==> src/rtl/osrb_pkg.sv <==
// Shared constants and codes for the ordered slot reorder buffer.
// No dependencies; used by ordered_slot_reorder_buffer_unit.
package osrb_pkg;

    // Slot pool size and derived widths
    localparam int SLOTS    = 16;
    localparam int IDX_W    = (SLOTS > 1) ? $clog2(SLOTS) : 1;
    localparam int CNT_W    = IDX_W + 1;
    localparam int SLOT_W   = 4;
    localparam int SEQ_W    = 32;

    // Residue of 2^32 modulo SLOTS, used when a sequence window crosses the wrap point
    localparam longint unsigned WRAP_ADJ_L = (64'd1 << SEQ_W) % SLOTS;
    localparam logic [CNT_W-1:0] WRAP_ADJ  = CNT_W'(WRAP_ADJ_L);

    // Request kinds
    typedef enum logic [1:0] {
        KIND_TAKE_FREE = 2'd0,
        KIND_COMPLETE  = 2'd1,
        KIND_TAKE_NEXT = 2'd2,
        KIND_RELEASE   = 2'd3
    } t_kind;

    // Result status codes
    typedef enum logic [1:0] {
        ST_OK        = 2'd0,
        ST_NOT_READY = 2'd1,
        ST_OUT_WIN   = 2'd2,
        ST_FREE_FULL = 2'd3
    } t_status;

endpackage

==> src/rtl/ordered_slot_reorder_buffer_unit.sv <==
// Ordered slot reorder buffer: free-list FIFO plus in-order completion window.
// Depends on osrb_pkg for sizes and request/status codes.
//
//   channel | direction | handshake                  | payload
//   --------+-----------+----------------------------+----------------------------------
//   in      | sink      | i_in_valid / o_in_ready    | i_kind, i_slot, i_seq_num
//   out     | source    | o_out_valid / i_out_ready  | o_status, o_slot_out, o_seq_out
//
// A request is captured in an input register, evaluated against the slot state while
// it sits there, and its result is loaded into the output register.
// One request per cycle is sustained while the output side is not stalled.
// The input register refills while the output register is drained, so a stall on
// the output side stops the pipeline only when both registers are full.
// Reset (i_rst_n low, synchronous) fills the free list with every slot in order,
// clears all completion flags and the expected sequence number; no clearing pass.
module ordered_slot_reorder_buffer_unit (
    input  logic                        i_clk,
    input  logic                        i_rst_n,
    input  logic                        i_in_valid,
    output logic                        o_in_ready,
    input  logic [1:0]                  i_kind,
    input  logic [osrb_pkg::SLOT_W-1:0] i_slot,
    input  logic [osrb_pkg::SEQ_W-1:0]  i_seq_num,
    output logic                        o_out_valid,
    input  logic                        i_out_ready,
    output logic [1:0]                  o_status,
    output logic [osrb_pkg::SLOT_W-1:0] o_slot_out,
    output logic [osrb_pkg::SEQ_W-1:0]  o_seq_out
);

    localparam int IDX_W  = osrb_pkg::IDX_W;
    localparam int CNT_W  = osrb_pkg::CNT_W;
    localparam int SLOT_W = osrb_pkg::SLOT_W;
    localparam int SEQ_W  = osrb_pkg::SEQ_W;
    localparam int SLOTS  = osrb_pkg::SLOTS;
    localparam logic [CNT_W-1:0] SLOTS_C = CNT_W'(SLOTS);

    // Input register
    logic                    r_in_vld;
    osrb_pkg::t_kind         r_kind;
    logic [SLOT_W-1:0]       r_slot;
    logic [SEQ_W-1:0]        r_seq;

    // Result register
    logic                    r_out_vld;
    osrb_pkg::t_status       r_status;
    logic [SLOT_W-1:0]       r_slot_out;
    logic [SEQ_W-1:0]        r_seq_out;

    // Slot state
    logic [SLOT_W-1:0]       r_free_fifo [SLOTS];
    logic [IDX_W-1:0]        r_free_head;
    logic [CNT_W-1:0]        r_free_count;
    logic [SLOT_W-1:0]       r_done_slot [SLOTS];
    logic [SLOTS-1:0]        r_done_valid;
    logic [SEQ_W-1:0]        r_next_seq;
    logic [IDX_W-1:0]        r_next_idx;

    // Next-value and control signals
    logic                    advance;
    osrb_pkg::t_status       n_status;
    logic [SLOT_W-1:0]       n_slot_out;
    logic [SEQ_W-1:0]        n_seq_out;
    logic                    do_take;
    logic                    do_complete;
    logic                    do_next;
    logic                    do_release;
    logic [IDX_W-1:0]        n_free_head;
    logic [IDX_W-1:0]        n_next_idx;
    logic [SEQ_W-1:0]        seq_dist;
    logic                    in_window;
    logic [CNT_W-1:0]        idx_sum;
    logic [CNT_W-1:0]        idx_mod;
    logic [CNT_W-1:0]        idx_fix;
    logic [IDX_W-1:0]        done_idx;
    logic [CNT_W-1:0]        tail_sum;
    logic [IDX_W-1:0]        tail_idx;

    // Evaluate one request per cycle when the result register can take it
    assign advance    = r_in_vld && (!r_out_vld || i_out_ready);
    assign o_in_ready = !r_in_vld || advance;

    // Completion index: next_idx plus distance, wrapped, corrected for 2^32 crossing
    assign seq_dist  = r_seq - r_next_seq;
    assign in_window = seq_dist < SEQ_W'(SLOTS);
    assign idx_sum   = {1'b0, r_next_idx} + {1'b0, seq_dist[IDX_W-1:0]};
    assign idx_mod   = (idx_sum >= SLOTS_C) ? (idx_sum - SLOTS_C) : idx_sum;

    always_comb begin
        if (r_seq < r_next_seq) begin
            idx_fix = (idx_mod >= osrb_pkg::WRAP_ADJ) ? (idx_mod - osrb_pkg::WRAP_ADJ)
                                                      : (idx_mod + SLOTS_C - osrb_pkg::WRAP_ADJ);
        end else begin
            idx_fix = idx_mod;
        end
    end
    assign done_idx = idx_fix[IDX_W-1:0];

    // Free-list tail and pointer advance
    assign tail_sum    = {1'b0, r_free_head} + r_free_count;
    assign tail_idx    = (tail_sum >= SLOTS_C) ? IDX_W'(tail_sum - SLOTS_C)
                                               : tail_sum[IDX_W-1:0];
    assign n_free_head = (r_free_head == IDX_W'(SLOTS - 1)) ? '0 : r_free_head + 1'b1;

    // Expected-index advance, restarting at zero at the end of the slot pool or when the sequence number wraps
    assign n_next_idx  = (r_next_seq == '1) ? '0 :
                         (r_next_idx == IDX_W'(SLOTS - 1)) ? '0 : r_next_idx + 1'b1;

    // Decode request and form the result
    always_comb begin
        n_status    = osrb_pkg::ST_OK;
        n_slot_out  = '0;
        n_seq_out   = '0;
        do_take     = 1'b0;
        do_complete = 1'b0;
        do_next     = 1'b0;
        do_release  = 1'b0;
        unique case (r_kind)
            osrb_pkg::KIND_TAKE_FREE: begin
                if (r_free_count == '0) begin
                    n_status = osrb_pkg::ST_NOT_READY;
                end else begin
                    n_slot_out = r_free_fifo[r_free_head];
                    do_take    = 1'b1;
                end
            end
            osrb_pkg::KIND_COMPLETE: begin
                if (!in_window) begin
                    n_status = osrb_pkg::ST_OUT_WIN;
                end else begin
                    do_complete = 1'b1;
                end
            end
            osrb_pkg::KIND_TAKE_NEXT: begin
                if (!r_done_valid[r_next_idx]) begin
                    n_status = osrb_pkg::ST_NOT_READY;
                end else begin
                    n_slot_out = r_done_slot[r_next_idx];
                    n_seq_out  = r_next_seq;
                    do_next    = 1'b1;
                end
            end
            osrb_pkg::KIND_RELEASE: begin
                if (r_free_count >= SLOTS_C) begin
                    n_status = osrb_pkg::ST_FREE_FULL;
                end else begin
                    do_release = 1'b1;
                end
            end
            default: begin
                n_status = osrb_pkg::ST_OK;
            end
        endcase
    end

    // Capture input beat
    always_ff @(posedge i_clk) begin
        if (!i_rst_n) begin
            r_in_vld <= 1'b0;
        end else if (o_in_ready) begin
            r_in_vld <= i_in_valid;
        end
        if (o_in_ready && i_in_valid) begin
            r_kind <= osrb_pkg::t_kind'(i_kind);
            r_slot <= i_slot;
            r_seq  <= i_seq_num;
        end
    end

    // Hold or load the result beat
    always_ff @(posedge i_clk) begin
        if (!i_rst_n) begin
            r_out_vld <= 1'b0;
        end else if (advance) begin
            r_out_vld <= 1'b1;
        end else if (i_out_ready) begin
            r_out_vld <= 1'b0;
        end
        if (advance) begin
            r_status   <= n_status;
            r_slot_out <= n_slot_out;
            r_seq_out  <= n_seq_out;
        end
    end

    // Free list: pointer, count and entries
    always_ff @(posedge i_clk) begin
        if (!i_rst_n) begin
            r_free_head  <= '0;
            r_free_count <= SLOTS_C;
            for (int i = 0; i < SLOTS; i++) begin
                r_free_fifo[i] <= SLOT_W'(i);
            end
        end else if (advance) begin
            if (do_take) begin
                r_free_head  <= n_free_head;
                r_free_count <= r_free_count - 1'b1;
            end
            if (do_release) begin
                r_free_fifo[tail_idx] <= r_slot;
                r_free_count          <= r_free_count + 1'b1;
            end
        end
    end

    // Completion window: flags, expected number and its index
    always_ff @(posedge i_clk) begin
        if (!i_rst_n) begin
            r_done_valid <= '0;
            r_next_seq   <= '0;
            r_next_idx   <= '0;
        end else if (advance) begin
            if (do_complete) begin
                r_done_valid[done_idx] <= 1'b1;
            end
            if (do_next) begin
                r_done_valid[r_next_idx] <= 1'b0;
                r_next_seq               <= r_next_seq + 1'b1;
                r_next_idx               <= n_next_idx;
            end
        end
    end

    // Completed slot tags, no reset
    always_ff @(posedge i_clk) begin
        if (advance && do_complete) begin
            r_done_slot[done_idx] <= r_slot;
        end
    end

    assign o_out_valid = r_out_vld;
    assign o_status    = r_status;
    assign o_slot_out  = r_slot_out;
    assign o_seq_out   = r_seq_out;

    // Free count stays within the pool
    a_free_count_range: assert property (@(posedge i_clk) disable iff (!i_rst_n)
        r_free_count <= SLOTS_C)
        else $error("free count exceeds pool size");

    // A granted slot shrinks the free list by one
    a_take_dec: assert property (@(posedge i_clk) disable iff (!i_rst_n)
        advance && do_take |=> r_free_count == $past(r_free_count) - 1'b1)
        else $error("free count did not drop after grant");

    // An in-order take-next advances the expected sequence number
    a_next_inc: assert property (@(posedge i_clk) disable iff (!i_rst_n)
        advance && do_next |=> r_next_seq == $past(r_next_seq) + 1'b1)
        else $error("expected sequence did not advance");

    // Results other than ok carry zero payload
    a_zero_payload: assert property (@(posedge i_clk) disable iff (!i_rst_n)
        r_out_vld && r_status != osrb_pkg::ST_OK |-> r_slot_out == '0 && r_seq_out == '0)
        else $error("non-ok result carries payload");

endmodule
==> config.mk <==
export PLATFORM = sky130hd
export DESIGN_NAME = ordered_slot_reorder_buffer_unit
export DESIGN_NICKNAME = d
export VERILOG_FILES = /design/src/rtl/osrb_pkg.sv /design/src/rtl/ordered_slot_reorder_buffer_unit.sv
export SDC_FILE = /design/constraint.sdc
export NUM_CORES = 1
export LEC_CHECK = 0
export ABC_AREA = 1
export ABC_CLOCK_PERIOD_IN_PS = 3000
export BUFFER_PORTS_ARGS = -buffer_cell sky130_fd_sc_hd__buf_2
export CORE_MARGIN = 10
export CORE_UTILIZATION = 35
export CTS_CLUSTER_DIAMETER = 100
export DETAILED_ROUTE_END_ITERATION = 7
export PLACE_DENSITY = 0.58
export SYNTH_ARGS = -nofsm -noshare
export SYNTH_HDL_FRONTEND = slang
export SYNTH_SLANG_ARGS = --single-unit
==> constraint.sdc <==
create_clock -name i_clk -period 3 [get_ports i_clk]
set_input_delay 0.45 -clock i_clk [delete_from_list [all_inputs] [get_ports i_clk]]
set_output_delay 0.45 -clock i_clk [all_outputs]
set_load 0.005 [all_outputs]
; Word-level counts from Yosys, hierarchy flattened
; Memory sizes are Yosys's and may differ from the RTL's. A register that Yosys moved wholly into a read port is not among the register bits.
; Cells that the tools add are included.
[op_classes]
mux = 51
reduce_logical = 18
n_addsub = 11
order_cmp = 10
eq_ne = 6
bitwise_logic = 3
[op_table]
columns = operator, n
row1 = 16-bit two-way mux, 4
row2 = 4-bit two-way mux, 14
row3 = "32-bit by 1-bit adder with 32-bit output, second input constant", 1
row4 = "32-bit == test, second input constant", 1
row5 = 32-bit < comparator, 1
row6 = "32-bit by 5-bit < comparator with 1-bit output, second input constant", 1
row7 = 32-bit subtractor, 1
row8 = 1-bit two-way mux, 23
row9 = 16-bit bitwise AND, 1
row10 = 16-bit NOT, 1
row11 = 16-bit OR, 1
row12 = "5-bit greater-or-equal comparator, second input constant", 3
row13 = 5-bit two-way mux, 3
row14 = "4-bit by 1-bit adder with 4-bit output, second input constant", 3
row15 = "4-bit by 5-bit < comparator with 1-bit output, second input constant", 2
row16 = 1-bit demux with 4-bit select, 2
row17 = "4-bit == test, second input constant", 2
row18 = "4-bit by 1-bit greater-or-equal comparator with 1-bit output, second input constant", 2
row19 = 2-bit case mux with 4 select lines, 1
row20 = 4-bit case mux with 2 select lines, 1
row21 = 2-bit AND reduction, 4
row22 = 4-bit by 4-bit adder with 5-bit output, 1
row23 = 4-bit by 5-bit adder with 5-bit output, 1
row24 = "5-bit by 1-bit adder with 5-bit output, second input constant", 1
row25 = 15 further kinds, 24
[totals]
mem_bits_rw = 128
out_inout_bits = 40
memories = 2
input_bits = 42
reg_bits = 139
word_cells = 114
[memory_table]
columns = name, depth, width, rd, rd_ports_with_merged_regs, write_ports, line_no
row1 = r_done_slot, 16, 4, 1, 1, 1, ordered_slot_reorder_buffer_unit.sv:54  ; logic [SLOT_W-1:0] r_done_slot [SLOTS];
row2 = r_free_fifo, 16, 4, 1, 1, 16, ordered_slot_reorder_buffer_unit.sv:51  ; logic [SLOT_W-1:0] r_free_fifo [SLOTS];

; Longest topological paths before layout
[depth]
depth_word = 17
ltp_mapped = 21
ltp_nobuf = 20

; Worst setup path before layout
; Ideal clock, no wire load.
[synth_timing]
path_type = register to register
startpoint = register r_seq[0]
endpoint = memory r_done_slot[8][0] (enable)
arrival_ns = 2.422
setup_slack_ns = 0.274
path_stages_with_launch = 16
path_cell_list = edfxtp_1 inv_1 ha_1 fa_1 xnor2_1 ha_1 nand2_1 nor2_1 a211oi_1 xnor2_1 inv_1 nor2_1 inv_1 nor2_1 nand4_2 inv_1
[synth_via]
elab_chain_cells = 7
[synth_rtl]
columns = element, line_no
row1 = from (decl), ordered_slot_reorder_buffer_unit.sv:42  ; logic [SEQ_W-1:0] r_seq;
row2 = from (signal assigned), ordered_slot_reorder_buffer_unit.sv:166  ; r_seq <= i_seq_num;
row3 = 32-bit subtractor, ordered_slot_reorder_buffer_unit.sv:84  ; assign seq_dist = r_seq - r_next_seq;
row4 = 4-bit by 4-bit adder with 5-bit output / 32-bit by 5-bit < comparator with 1-bit output (equally long branches), "ordered_slot_reorder_buffer_unit.sv:86, ordered_slot_reorder_buffer_unit.sv:85"
row5 = "5-bit subtractor, or another cell as far along", ordered_slot_reorder_buffer_unit.sv:87  ; assign idx_mod = (idx_sum >= SLOTS_C) ? (idx_sum - SLOTS_C) : idx_sum;
row6 = 5-bit two-way mux / 1-bit two-way mux (equally long branches), "ordered_slot_reorder_buffer_unit.sv:87, ordered_slot_reorder_buffer_unit.sv:118"
row7 = "4-bit by 1-bit adder with 4-bit output, or another cell as far along", ordered_slot_reorder_buffer_unit.sv:92  ; : (idx_mod + SLOTS_C - osrb_pkg::WRAP_ADJ);
row8 = 4-bit two-way mux / 1-bit two-way mux (equally long branches), "ordered_slot_reorder_buffer_unit.sv:91, ordered_slot_reorder_buffer_unit.sv:226"
row9 = 4-bit two-way mux / 1-bit two-way mux (equally long branches), "ordered_slot_reorder_buffer_unit.sv:90, ordered_slot_reorder_buffer_unit.sv:227"
row10 = to (decl), ordered_slot_reorder_buffer_unit.sv:54
; Parallel ways exist; a longest one is shown, timed or not.

; Final worst setup path
[layout_timing]
startpoint = register r_seq[0]
endpoint = memory r_done_slot[13][0] (enable)
; The elaborated chain is that of the path after synthesis.

==> flow_metrics.py <==
metrics = {
    "placed_design": {
        "pre_cts_ws_ns": -0.114,
        "post_dp_cell_area_um2": 16100,
        "gp_congestion": 0.906,
        "portBuffers": 81,
        "hpwlAfterDp_um": 29300,
        "dp_cells": 2357,
    },
    "logic_synthesis": {
        "syn_inst": 1698,
        "seq_area_frac_synth": 0.520,
        "synth_cell_types": 52,
        "yosysMostFrequentCell": "nand2_1",
        "synth_warnings": 0,
        "async_flop_share": 0,
        "synth.top_cells.by_count": "nand2_1, inv_1, edfxtp_1",
        "yosysTopAreaCellShare": 0.422,
        "synth_area_um2": 14500,
        "synth_seq_cells": 275,
        "synth-edff-count": 204,
        "synth_ff_type": "edfxtp_1",
        "synth_area_leaders": "edfxtp_1, dfxtp_1, nand2_1, inv_1, nor2_1",
        "synthesis.nets": 1790,
        "yosysTopAreaCell": "edfxtp_1",
        "syn_avg_cell_area_um2": 8.56,
    },
    "cts": {
        "h-tree-depth": 1,
        "cts_tree": "yes",
        "root_buffer": "clkbuf_16",
        "insertion_delay_ns": 0.57,
        "cts_sinks": 275,
        "cts_max_path_buffers": 3,
        "cts_hold_buf": 0,
        "cts_made_buffers": 31,
        "clk_transition_reported_paths_ns": 0.07,
    },
    "finish": {
        "synthToLayoutAreaGrowth_pct": 22.9,
        "final_area_um2": 17900,
        "drive_gt1_frac": 0.203,
        "num_antenna_cells": 0,
        "nNetsFinal": 1962,
        "fin_cells": 2426,
    },
    "worst_setup_path": {
        "end_kind": "flop",
        "crit_path_start": "r_seq[0]",
        "critPathLaunchType": "flop",
        "rr_worst_depth": 16,
        "cp_data_required_time_ns": 3.27,
        "reg2reg_to": "r_done_slot[13][0]",
        "r2r_start": "r_seq[0]",
        "arrival_ns": 3.27,
        "crit_end": "r_done_slot[13][0]",
        "criticalPathCategory": "flop to flop",
        "r2r_setup_slack_ns": -0.005,
        "path_max_fanout": 4,
    },
    "routing": {
        "via_count": 11900,
        "routed_via_density": 4.91,
        "post_drt_wl_per_cell_um": 16.2,
        "ant_nets": 0,
        "drc": 0,
        "wl_um": 39400,
        "dr.pass1.iters": 5,
        "drt_iter0_drc": 695,
    },
    "floorplanning": {
        "core_area_um2": 40900,
        "boundaryPins": 82,
        "die_area_um2": 50100,
        "start_util": 0.355,
        "dieWidth_um": 224,
        "row_count": 74,
        "chipHeight_um": 224,
    },
    "grt": {
        "gr-total-overflow": 0,
        "grt_max_degree": 63,
        "grt_pass1_wl_um": 61600,
        "track_usage": 0.151,
        "grt_antenna_before_repair": 0,
        "grt_pass1_vias": 11900,
    },
    "timing": {
        "max_freq_ghz": 0.333,
        "setup_violations": 4,
        "finalCriticalPeriod_ns": 3.00,
        "fin_ws_ns": -0.00461,
        "hold_viol_final": 0,
        "fin_setup_tns_ns": -0.0175,
        "final.setup_skew_ns": 0.0155,
        "relSlewSlack": 0.527,
        "rsz0062_at_grt": "true",
        "slew_viol_final": 0,
        "whs_ns": 0.0518,
        "fin_crit_sh": 1.00,
        "tightest_slew_ns": 0.703,
    },
    "flow_run": {
        "cap_viol_max_count": 0,
    },
    "min_path": {
        "hold_start": "i_seq_num[19]",
        "hold_path.class": "primary input to flop",
    },
    "status": {
        "status": "finished with violations",
        "violations": "negative setup slack",
    },
    "pwr": {
        "max-vdd-ir-drop_uv": 475,
        "power.leakage_nw": 7.09,
        "power.density_nw_per_um2": 498,
    },
}
==> per-layer routing <==
metal / global-route usage / up-vias / wire length (µm)
li1: - / 5970 / -
met1: 0.186 / 5552 / 17000
met2: 0.264 / 316 / 19000
met3: 0.0202 / 79 / 2040
met4: 0.0556 / 0 / 1310
met5: 0 / - / 0
==> placed cells by master (no fill, tap or decap), types with 33 or more instances in the layout <==
master     Yosys  final
dfxtp_1       71     65
o21ai_0      116    114
clkbuf_16      0     33
buf_4          1     95
inv_1        282    258
edfxtp_1     204    204
nor2_1       202    187
buf_2          3     81
nand3_1       55     45
nand2_1      355    331
a21oi_1      105     87
==> cell families (layout without fill, tap and decap cells) <==
group	after synthesis	after routing	synth area share
xor+xnor	16	16	0.00965
fa+ha+maj	50	50	0.0451
mux	32	32	0.0220
compound gates	267	267	0.0996
buf+inv	329	525	0.0871
flops	275	275	0.520
simple gates	729	729	0.217
==> repair_timing <==
action                                 4_1_cts  5_1_grt
setup endpoints to repair                   65       82
resized for setup                            7      137
pin swaps                                    1       12
endpoints found under the hold margin        0        0
gates cloned                                 0        2
setup buffers                                0       10
==> worst min path at each step <==
stage                       end  cells after the start
3_3_place_gp   r_done_valid[15]                      2
4_1_cts               r_seq[19]                      1
5_1_grt               r_slot[3]                      1
2_1_floorplan  r_done_valid[14]                      2
6_report              r_seq[19]                      1
3_5_place_dp    r_done_valid[3]                      2
==> where the power goes <==
| group | internal (W) | switching (W) |
|---|---|---|
| sequential | 0.00416 | 0.0000396 |
| combinational | 0.000259 | 0.000457 |
| clock | 0.00242 | 0.00155 |
==> area by class of cell <==
type | instances | area [µm²]
clock buffers | 42 | 857
clock inverters | 15 | 209
fillers | 4075 | 23100
inverters | 288 | 1080
multi-input cells | 1094 | 6280
flip-flops and latches | 275 | 7550
well taps | 532 | 666
repair buffers | 180 | 1210
==> flip-flops by register name, indices dropped and copies added, names as in the netlist, named ones only <==
register	count
o_out_valid	1
r_free_head	4
o_status	2
r_done_slot	64
r_free_fifo	64
r_next_idx	4
r_slot	4
r_done_valid	16
r_next_seq	32
r_seq	32
o_seq_out	32
r_free_count	5
o_slot_out	4
r_in_vld	1
r_kind	2
==> critical path, cell delays in order, from the launching register on <==
cell	delay, ns
edfxtp_1	0.32
inv_1	0.04
ha_2	0.19
fa_2	0.35
buf_4	0.15
xnor2_2	0.16
ha_4	0.24
nand2_2	0.07
nor2_2	0.04
a211oi_2	0.23
xnor2_1	0.19
inv_1	0.10
nor2_1	0.13
inv_2	0.07
nor2_1	0.08
nand4_1	0.20
inv_2	0.15
==> metrics by stage <==
stage               total power (W)   util
floorplan                   0.00467      -
global placement            0.00490  0.393
detailed placement          0.00491  0.393
CTS                         0.00888  0.419
global route                0.00920  0.436
finish                      0.00888  0.436
No activity file was read; power rests on OpenSTA's default activity.
